<file path="src/hdl/assert_macros.svh">
// assertion helpers used by the rtl (csvt_parse)
`ifndef ASSERT_MACROS_SVH
`define ASSERT_MACROS_SVH

// plain property, checked while out of reset
`define ASSERT_HOLDS(label, clk, rst_n, prop) \
    label: assert property (@(posedge clk) disable iff (!rst_n) (prop)) \
        else $error("assertion failed");

// when cond holds, conseq holds in the next cycle
`define ASSERT_NEXT(label, clk, rst_n, cond, conseq) \
    label: assert property (@(posedge clk) disable iff (!rst_n) (cond) |=> (conseq)) \
        else $error("assertion failed");

`endif

</file>
<file path="src/hdl/csvt_pkg.sv">
package csvt_pkg;

    localparam int MAX_FIELDS_DEFAULT = 1024;
    localparam int FIELD_INDEX_W      = 10;
    localparam int LINE_W             = 32;

    localparam logic [7:0] QUOTE_BYTE  = 8'h22;
    localparam logic [7:0] LF_BYTE     = 8'h0A;
    localparam logic [7:0] CR_BYTE     = 8'h0D;
    localparam logic [7:0] DELIM_RESET = 8'd44;

    typedef enum logic [1:0] {
        KIND_DATA      = 2'd0,
        KIND_FIELD_END = 2'd1,
        KIND_LINE_END  = 2'd2,
        KIND_TOO_MANY  = 2'd3
    } kind_t;

    typedef struct packed {
        kind_t                     kind;
        logic [7:0]                data_byte;
        logic [FIELD_INDEX_W-1:0]  field_index;
        logic [LINE_W-1:0]         line_num;
    } result_t;

endpackage

</file>
<file path="src/hdl/csv_field_tokenizer_top.sv">
// csv field tokenizer: one raw byte in, at most one token word out
// a word appears on m_ the cycle after its byte is accepted
// one byte per cycle unless the result register stalls, set by the single result register stage
// a stalled result register holds s_ready low until m_ready frees it
// reset (aresetn low, synchronous): parser state cleared, delimiter back to comma,
// result register emptied
module csv_field_tokenizer_top #(
    parameter int MAX_FIELDS = csvt_pkg::MAX_FIELDS_DEFAULT
) (
    input  logic        aclk,
    input  logic        aresetn,
    // delimiter write channel
    input  logic        cfg_valid,
    output logic        cfg_ready,
    input  logic [7:0]  cfg_data,
    // raw byte stream
    input  logic        s_valid,
    output logic        s_ready,
    input  logic [7:0]  s_byte_in,
    // token words
    output logic        m_valid,
    input  logic        m_ready,
    output logic [1:0]  m_kind,
    output logic [7:0]  m_data_byte,
    output logic [9:0]  m_field_index,
    output logic [31:0] m_line_num
);

    logic              accept;
    logic              emit;
    logic              can_take;
    csvt_pkg::result_t res;
    csvt_pkg::result_t res_out;

    // the delimiter register always takes a write
    assign cfg_ready = 1'b1;

    // a new byte goes in whenever the result slot is empty or draining
    assign s_ready = can_take;
    assign accept  = s_valid && s_ready;

    // quote, delimiter and line-end decode plus counter update
    csvt_parse #(
        .MAX_FIELDS (MAX_FIELDS)
    ) u_parse (
        .aclk      (aclk),
        .aresetn   (aresetn),
        .cfg_we    (cfg_valid && cfg_ready),
        .cfg_data  (cfg_data),
        .in_accept (accept),
        .in_byte   (s_byte_in),
        .res_emit  (emit),
        .res       (res)
    );

    // result register, loaded only when the byte produced a word
    csvt_out_stage u_out (
        .aclk      (aclk),
        .aresetn   (aresetn),
        .in_load   (accept),
        .in_emit   (emit),
        .in_res    (res),
        .can_take  (can_take),
        .out_valid (m_valid),
        .out_ready (m_ready),
        .out_res   (res_out)
    );

    assign m_kind        = res_out.kind;
    assign m_data_byte   = res_out.data_byte;
    assign m_field_index = res_out.field_index;
    assign m_line_num    = res_out.line_num;

endmodule

</file>
<file path="src/hdl/csvt_parse.sv">
`include "assert_macros.svh"

module csvt_parse #(
    parameter int MAX_FIELDS = csvt_pkg::MAX_FIELDS_DEFAULT
) (
    input  logic              aclk,
    input  logic              aresetn,
    input  logic              cfg_we,
    input  logic [7:0]        cfg_data,
    input  logic              in_accept,
    input  logic [7:0]        in_byte,
    output logic              res_emit,
    output csvt_pkg::result_t res
);

    localparam int FW = (MAX_FIELDS > 1) ? $clog2(MAX_FIELDS) : 1;
    localparam logic [FW-1:0] LAST_FIELD = FW'(MAX_FIELDS - 1);
    localparam int IW = csvt_pkg::FIELD_INDEX_W;
    localparam int LW = csvt_pkg::LINE_W;

    logic [7:0]    delim_reg;
    logic          inq_reg, inq_next;
    logic          pend_reg, pend_next;
    logic          pwc_reg, pwc_next;
    logic [FW-1:0] fcnt_reg, fcnt_next;
    logic [LW-1:0] lcnt_reg, lcnt_next;
    logic [FW+IW-1:0] fcnt_ext;
    logic          closes, line_end;

    assign fcnt_ext = {{IW{1'b0}}, fcnt_reg};

    always_ff @(posedge aclk) begin
        if (!aresetn) begin
            delim_reg <= csvt_pkg::DELIM_RESET;
            inq_reg   <= 1'b0;
            pend_reg  <= 1'b0;
            pwc_reg   <= 1'b0;
            fcnt_reg  <= '0;
            lcnt_reg  <= '0;
        end else begin
            if (cfg_we) begin
                delim_reg <= cfg_data;
            end
            if (in_accept) begin
                inq_reg  <= inq_next;
                pend_reg <= pend_next;
                pwc_reg  <= pwc_next;
                fcnt_reg <= fcnt_next;
                lcnt_reg <= lcnt_next;
            end
        end
    end

    always_comb begin
        inq_next        = inq_reg;
        pend_next       = pend_reg;
        pwc_next        = 1'b0;
        fcnt_next       = fcnt_reg;
        lcnt_next       = lcnt_reg;
        res_emit        = 1'b0;
        res.kind        = csvt_pkg::KIND_DATA;
        res.data_byte   = 8'd0;
        res.field_index = fcnt_ext[IW-1:0];
        res.line_num    = lcnt_reg + LW'(1);
        line_end        = (in_byte inside {csvt_pkg::LF_BYTE, csvt_pkg::CR_BYTE});
        closes          = !inq_reg && (line_end || in_byte == delim_reg);

        if (pwc_reg && in_byte == csvt_pkg::LF_BYTE) begin
            // lf after a line-closing cr: dropped
        end else if (in_byte == csvt_pkg::QUOTE_BYTE) begin
            inq_next = !inq_reg;
            if (pend_reg) begin
                pend_next     = 1'b0;
                res_emit      = 1'b1;
                res.data_byte = csvt_pkg::QUOTE_BYTE;
            end else begin
                pend_next = 1'b1;
            end
        end else begin
            pend_next = 1'b0;
            res_emit  = 1'b1;
            if (closes) begin
                if (fcnt_reg == LAST_FIELD) begin
                    res.kind  = csvt_pkg::KIND_TOO_MANY;
                    fcnt_next = '0;
                end else if (line_end) begin
                    res.kind  = csvt_pkg::KIND_LINE_END;
                    fcnt_next = '0;
                    lcnt_next = lcnt_reg + LW'(1);
                    pwc_next  = (in_byte == csvt_pkg::CR_BYTE);
                end else begin
                    res.kind  = csvt_pkg::KIND_FIELD_END;
                    fcnt_next = fcnt_reg + FW'(1);
                end
            end else begin
                res.data_byte = in_byte;
            end
        end
    end

    `ASSERT_HOLDS(a_fcnt_bound, aclk, aresetn, fcnt_reg <= LAST_FIELD)
    `ASSERT_NEXT(a_line_adv, aclk, aresetn,
        in_accept && res_emit && res.kind == csvt_pkg::KIND_LINE_END,
        lcnt_reg == $past(lcnt_reg) + LW'(1))
    `ASSERT_NEXT(a_err_restart, aclk, aresetn,
        in_accept && res_emit && res.kind == csvt_pkg::KIND_TOO_MANY,
        fcnt_reg == '0 && !pwc_reg && lcnt_reg == $past(lcnt_reg))

endmodule

</file>
<file path="src/hdl/csvt_out_stage.sv">
module csvt_out_stage (
    input  logic              aclk,
    input  logic              aresetn,
    input  logic              in_load,
    input  logic              in_emit,
    input  csvt_pkg::result_t in_res,
    output logic              can_take,
    output logic              out_valid,
    input  logic              out_ready,
    output csvt_pkg::result_t out_res
);

    logic              valid_reg, valid_next;
    csvt_pkg::result_t res_reg;

    assign can_take  = !valid_reg || out_ready;
    assign out_valid = valid_reg;
    assign out_res   = res_reg;

    always_comb begin
        valid_next = valid_reg;
        if (in_load) begin
            valid_next = in_emit;
        end else if (out_ready) begin
            valid_next = 1'b0;
        end
    end

    always_ff @(posedge aclk) begin
        if (!aresetn) begin
            valid_reg <= 1'b0;
        end else begin
            valid_reg <= valid_next;
        end
    end

    always_ff @(posedge aclk) begin
        if (in_load && in_emit) begin
            res_reg <= in_res;
        end
    end

endmodule

</file>
<file path="config.mk">
export PLATFORM = sky130hd
export DESIGN_NAME = csv_field_tokenizer_top
export DESIGN_NICKNAME = d
export VERILOG_FILES = /design/src/hdl/csvt_pkg.sv /design/src/hdl/csv_field_tokenizer_top.sv /design/src/hdl/csvt_parse.sv /design/src/hdl/csvt_out_stage.sv
export VERILOG_INCLUDE_DIRS = /design/src /design/src/hdl
export SDC_FILE = /design/constraint.sdc
export NUM_CORES = 1
export LEC_CHECK = 0
export ABC_AREA = 0
export BUFFER_PORTS_ARGS = -buffer_cell sky130_fd_sc_hd__buf_2
export CAP_MARGIN = 15
export CORE_MARGIN = 8
export CORE_UTILIZATION = 55
export CTS_CLUSTER_SIZE = 12
export DETAILED_ROUTE_END_ITERATION = 6
export PLACE_DENSITY = 0.84
export SKIP_CTS_REPAIR_TIMING = 1
export SLEW_MARGIN = 20
export SYNTH_ARGS = -nofsm -noshare
export SYNTH_HDL_FRONTEND = slang
export SYNTH_SLANG_ARGS = --single-unit
</file>
<file path="constraint.sdc">
create_clock -name aclk -period 13.03 [get_ports aclk]
set_clock_uncertainty 0.15 [all_clocks]
set_input_delay 1.9545 -clock aclk [delete_from_list [all_inputs] [get_ports aclk]]
set_output_delay 1.9545 -clock aclk [all_outputs]
set_load 0.02 [all_outputs]
</file>
* Word-level counts from Yosys, hierarchy flattened *
Index checks and enable logic that the tools add are counted.

operators by class
  eq/ne operators = 5
  bitwise logic cells = 4
  mux-type cells = 19
  add/subtract/negate cells = 2
  reductions and logical operators = 15

operators by type and width
  kind                   count
  $add 32x1->32 const B  1
  $mux 10                2
  $eq 8x4->1 const B     2
  $mux 8                 2
  $mux 1                 12
  $add 10x1->10 const B  1
  $eq 10x10->1 const B   1
  $eq 8x6->1 const B     1
  $eq 8x8->1             1
  $mux 6                 1
  $reduce_and 6->1       1
  $logic_and 1x1->1      4
  $mux 2                 2
  $not 1->1              4
  $reduce_and 4->1       1
  $reduce_bool 2->1      2
  $reduce_and 3->1       1
  $reduce_or 3->1        1
  $logic_not 1->1        2
  $logic_or 1x1->1       2
  $reduce_and 2->1       1

word-level totals
  register bits after elaboration = 106
  word-level logic and storage cells = 56
  output and inout bits = 55

* Logic depth before layout (Yosys ltp) *
  depth in word-level cells = 7
  depth in mapped cells = 9
  gate-level depth less buffers = 6

* Cells and area by module *
A second synthesis with hierarchy kept.

unflattened totals
  cells, all modules = 457
  area total of the unflattened synthesis = 4804.6 um^2

by module, submodules not included
  module                   seq. area each (um^2)  area an instance (um^2)  times used  cells each
  csvt_parse               1061.0                 3174.3                   1           397
  csvt_out_stage           1581.5                 1612.8                   1           57
  csv_field_tokenizer_top  0.0                    17.5                     1           3

* Least setup slack after synthesis *
No wires, ideal clock.

  path kind = in2reg
  start point = input port m_ready
  end point = register u_out.res_reg (netlist bit u_out.out_res[0]) (enable)
  buffers on the path = 0
  data required time = 12400 ps
  arrival = 5001 ps
  setup slack = 7399 ps
  setup time = 480 ps
  stages on the path = 3
  path through = nand2b_1 nand2_1 a21oi_1

on the way
  longest elaborated chain between the ends = 3

ends and longest elaborated chain
  what                    line                           text
  start: declaration      csv_field_tokenizer_top.sv:22  input logic m_ready,
  $logic_or 1x1->1        csvt_out_stage.sv:16           assign can_take = !valid_reg || out_ready;
  $logic_and 1x1->1       csv_field_tokenizer_top.sv:40  assign accept = s_valid && s_ready;
  $logic_and 1x1->1       csvt_out_stage.sv:38           if (in_load && in_emit) begin
  end signal: assignment  csvt_out_stage.sv:39           res_reg <= in_res;
  end: declaration        csvt_out_stage.sv:14           csvt_pkg::result_t res_reg;

No other way between the ends.
A chain may end at the register's enable or synchronous reset.

* Final worst setup path *
  start point = input port m_ready
  end point = output port s_ready

on the way
  longest elaborated chain between the ends = 1

ends and longest elaborated chain
  what              line                           text
  $logic_or 1x1->1  csvt_out_stage.sv:16
  end: declaration  csv_field_tokenizer_top.sv:18  output logic s_ready,

No other way between the ends.

==> flow_summary.yaml <==
grt:
  grtUsageTotal_pct: 17.1
  grt_max_degree: 63
  gr-total-overflow: 0
  grt_first_pass_wirelength_microns: 16600
  antenna_found_initial: 0
  grt_pass1_vias: 3574
drt:
  drt_drc_violations_left: 0
  wl_per_cell_microns: 15.4
  num_vias: 3686
  drtPass1Iterations: 4
  routed_wirelength_microns: 9830
  ant_nets: 0
  first_iter_violations: 187
  viasPerCell: 5.77
timing:
  finalCritPeriodShare_pct: 34.5
  worst_slew_pin_slew_ns: 0.978
  layout_setup_ws_ns: 8.53
  setup_tns_ns: 0
  relSlewSlack_pct: 34.2
  finalHoldViolCount: 0
  finalSetupViolCount: 0
  finalCriticalPeriod_ns: 4.50
  fmax_ghz: 0.222
  drv_slew: 0
  rsz0062_at_grt: "false"
yosys:
  synth_cells: 457
  yosysSeqAreaShare_pct: 55.7
  netlist-cell-type-count: 45
  avgSynthCellArea_sq_um: 10.4
  synth_area_leaders: "edfxtp_1 (33%), dfxtp_1 (23%), a21oi_1 (4.6%)"
  synth_seq_cells: 106
  syn_nets: 480
  syn-cell-area_sq_um: 4750
  synth.largest_area_cell: "edfxtp_1"
  synthFlopType: "dfxtp_1"
  synthArstFlopShare_pct: 0
  ys.warnings.count: 0
  synth_edf_count: 52
  synth_top_area_share_pct: 32.9
setup_path:
  cp_max_fo: 4
  cp-start-kind: "primary input"
  required_ns: 10.93
  worstSetupPathType: "primary input to output port"
  endpoint_kind: "output port"
  crit_arrival_ns: 2.39
clock_network:
  clk_pin_slew_ns: 0.09
  clockBufferDepth: 2
  htree_levels: 3
  clock-sinks: 106
  numCtsBuffers: 9
  cts_tree: "done"
  clk_latency_ns: 0.36
  cts-root-buf: "clkbuf_8"
floorplanning:
  core_sq_um: 8550
  rows: 34
  die_h_microns: 109
  die_x_microns: 109
  die_area_sq_um: 11900
  ios: 76
  start_util_pct: 55.5
power:
  vdd_drop_max_mv: 0.0561
  powerDensity_nw_per_um2: 115
  power_leakage_nw: 1.95
place:
  post-dp-hpwl_microns: 6720
  post-place-ws_ns: 8.42
  io_buffer_count: 74
  globalplace.congestion: 0.881
cells_and_area:
  largest_reg_flops: 52
  num_antenna_cells: 0
  fin_util_pct: 63.5
  nFillCells: 684
  area_growth_syn_to_layout_pct: 14.4
  final_nets: 549
  drive_above_1_share_pct: 19.2
outcome:
  status: "complete, no violations"
worst_hold_path:
  min_path_type: "flip-flop to flip-flop"
flow_run:
  drv_cap: 0
cells in the final DEF, fill, tap and decap left out, drive strengths merged, types with 2 or more instances in the layout:
cell    instances
nand4          10
dfxtp          54
inv             6
nor2b           3
a211oi          2
o31ai          19
xnor2          21
nand4b          2
edfxtp         52
and3           11
o21ai          23
nor4            6
or4b            2
nand2b          4
and2            2
xor2           19
nor2           33
bufinv          2
nand3b          2
nand2          28
a21oi          44
ha              2
or4            12
clkbuf          9
nand3          24
nor3           13
clkinv          4
nor3b           2
mux2i           9
buf            80
or3            20
synthesized netlist by cell type (2+ instances only):
| master | n |
|---|---|
| nand4_1 | 10 |
| xnor2_1 | 21 |
| and3_1 | 11 |
| ha_1 | 2 |
| or4_1 | 12 |
| nor4_1 | 6 |
| nand4b_1 | 2 |
| and2_1 | 2 |
| a21oi_1 | 44 |
| nand3b_1 | 2 |
| o21ai_0 | 23 |
| nand2b_1 | 4 |
| or3_1 | 20 |
| xor2_1 | 19 |
| nor2_1 | 33 |
| o31ai_1 | 19 |
| buf_6 | 2 |
| nor3b_1 | 2 |
| nor2b_1 | 3 |
| edfxtp_1 | 52 |
| mux2i_1 | 9 |
| inv_1 | 5 |
| nor3_1 | 13 |
| nand3_1 | 23 |
| a211oi_1 | 2 |
| clkbuf_1 | 17 |
| dfxtp_1 | 54 |
| nand2_1 | 28 |
worst paths after layout:
check                                          start              endpoint  slack (ns)  cells after the start
worst max-delay path                         m_ready               s_ready        8.53                      3
worst min-delay path                 u_parse.pwc_reg       u_parse.pwc_reg        0.33                      2
worst max register to register  u_parse.lcnt_reg[10]  u_parse.lcnt_reg[28]       10.07                      5
worst min register to register       u_parse.pwc_reg       u_parse.pwc_reg        0.33                      2
power breakdown:
group | total [mW] | switching [mW] | internal, mW
Clock | 0.222 | 0.112 | 0.110
Combinational | 0.0428 | 0.0300 | 0.0128
Sequential | 0.361 | 0.00275 | 0.359
routing by layer:
layer / routed length (microns) / global-route usage [%] / share of wire (%)
met5: 0 / 0 / 0
met4: 189 / 7.92 / 1.9
met3: 629 / 2.96 / 6.4
met2: 4790 / 28.1 / 49
met1: 4220 / 21.6 / 43
cell type report:
type	instances	area, sq um	area share (%)
clock buffer	9	124	2.28
clock inverter	7	103	1.89
inverter	6	22.5	0.414
multi-input combinational	323	1990	36.7
sequential	106	2640	48.6
tap	108	135	2.49
timing repair buffer	80	415	7.64
metrics by stage:
stage	hold slack, ns	power (mW)	cell area (sq um)	instances
floorplan	0.282	0.397	4750	457
global placement	0.296	0.411	5210	623
detailed placement	0.321	0.412	5210	623
CTS	0.335	0.631	5430	639
global route	0.367	0.647	5430	639
finish	0.331	0.626	5430	639
kinds of logic after synthesis:
logic type	Yosys count	share of synthesized area [%]
DFF	106	55.7
xor gates and xnor gates	40	7.38
adders and majority gates	2	0.527
AOI/OAI and AO/OA	95	12.0
buffers and inverters	28	2.63
other	1	0.0790
muxes	9	1.90
and+or+nand+nor	176	19.8
worst max-delay path, cell delays in order:
cell and delay, ns:
buf_2 0.09, nand2b_1 0.17, buf_2 0.18
(Power assumes the default switching activity.)
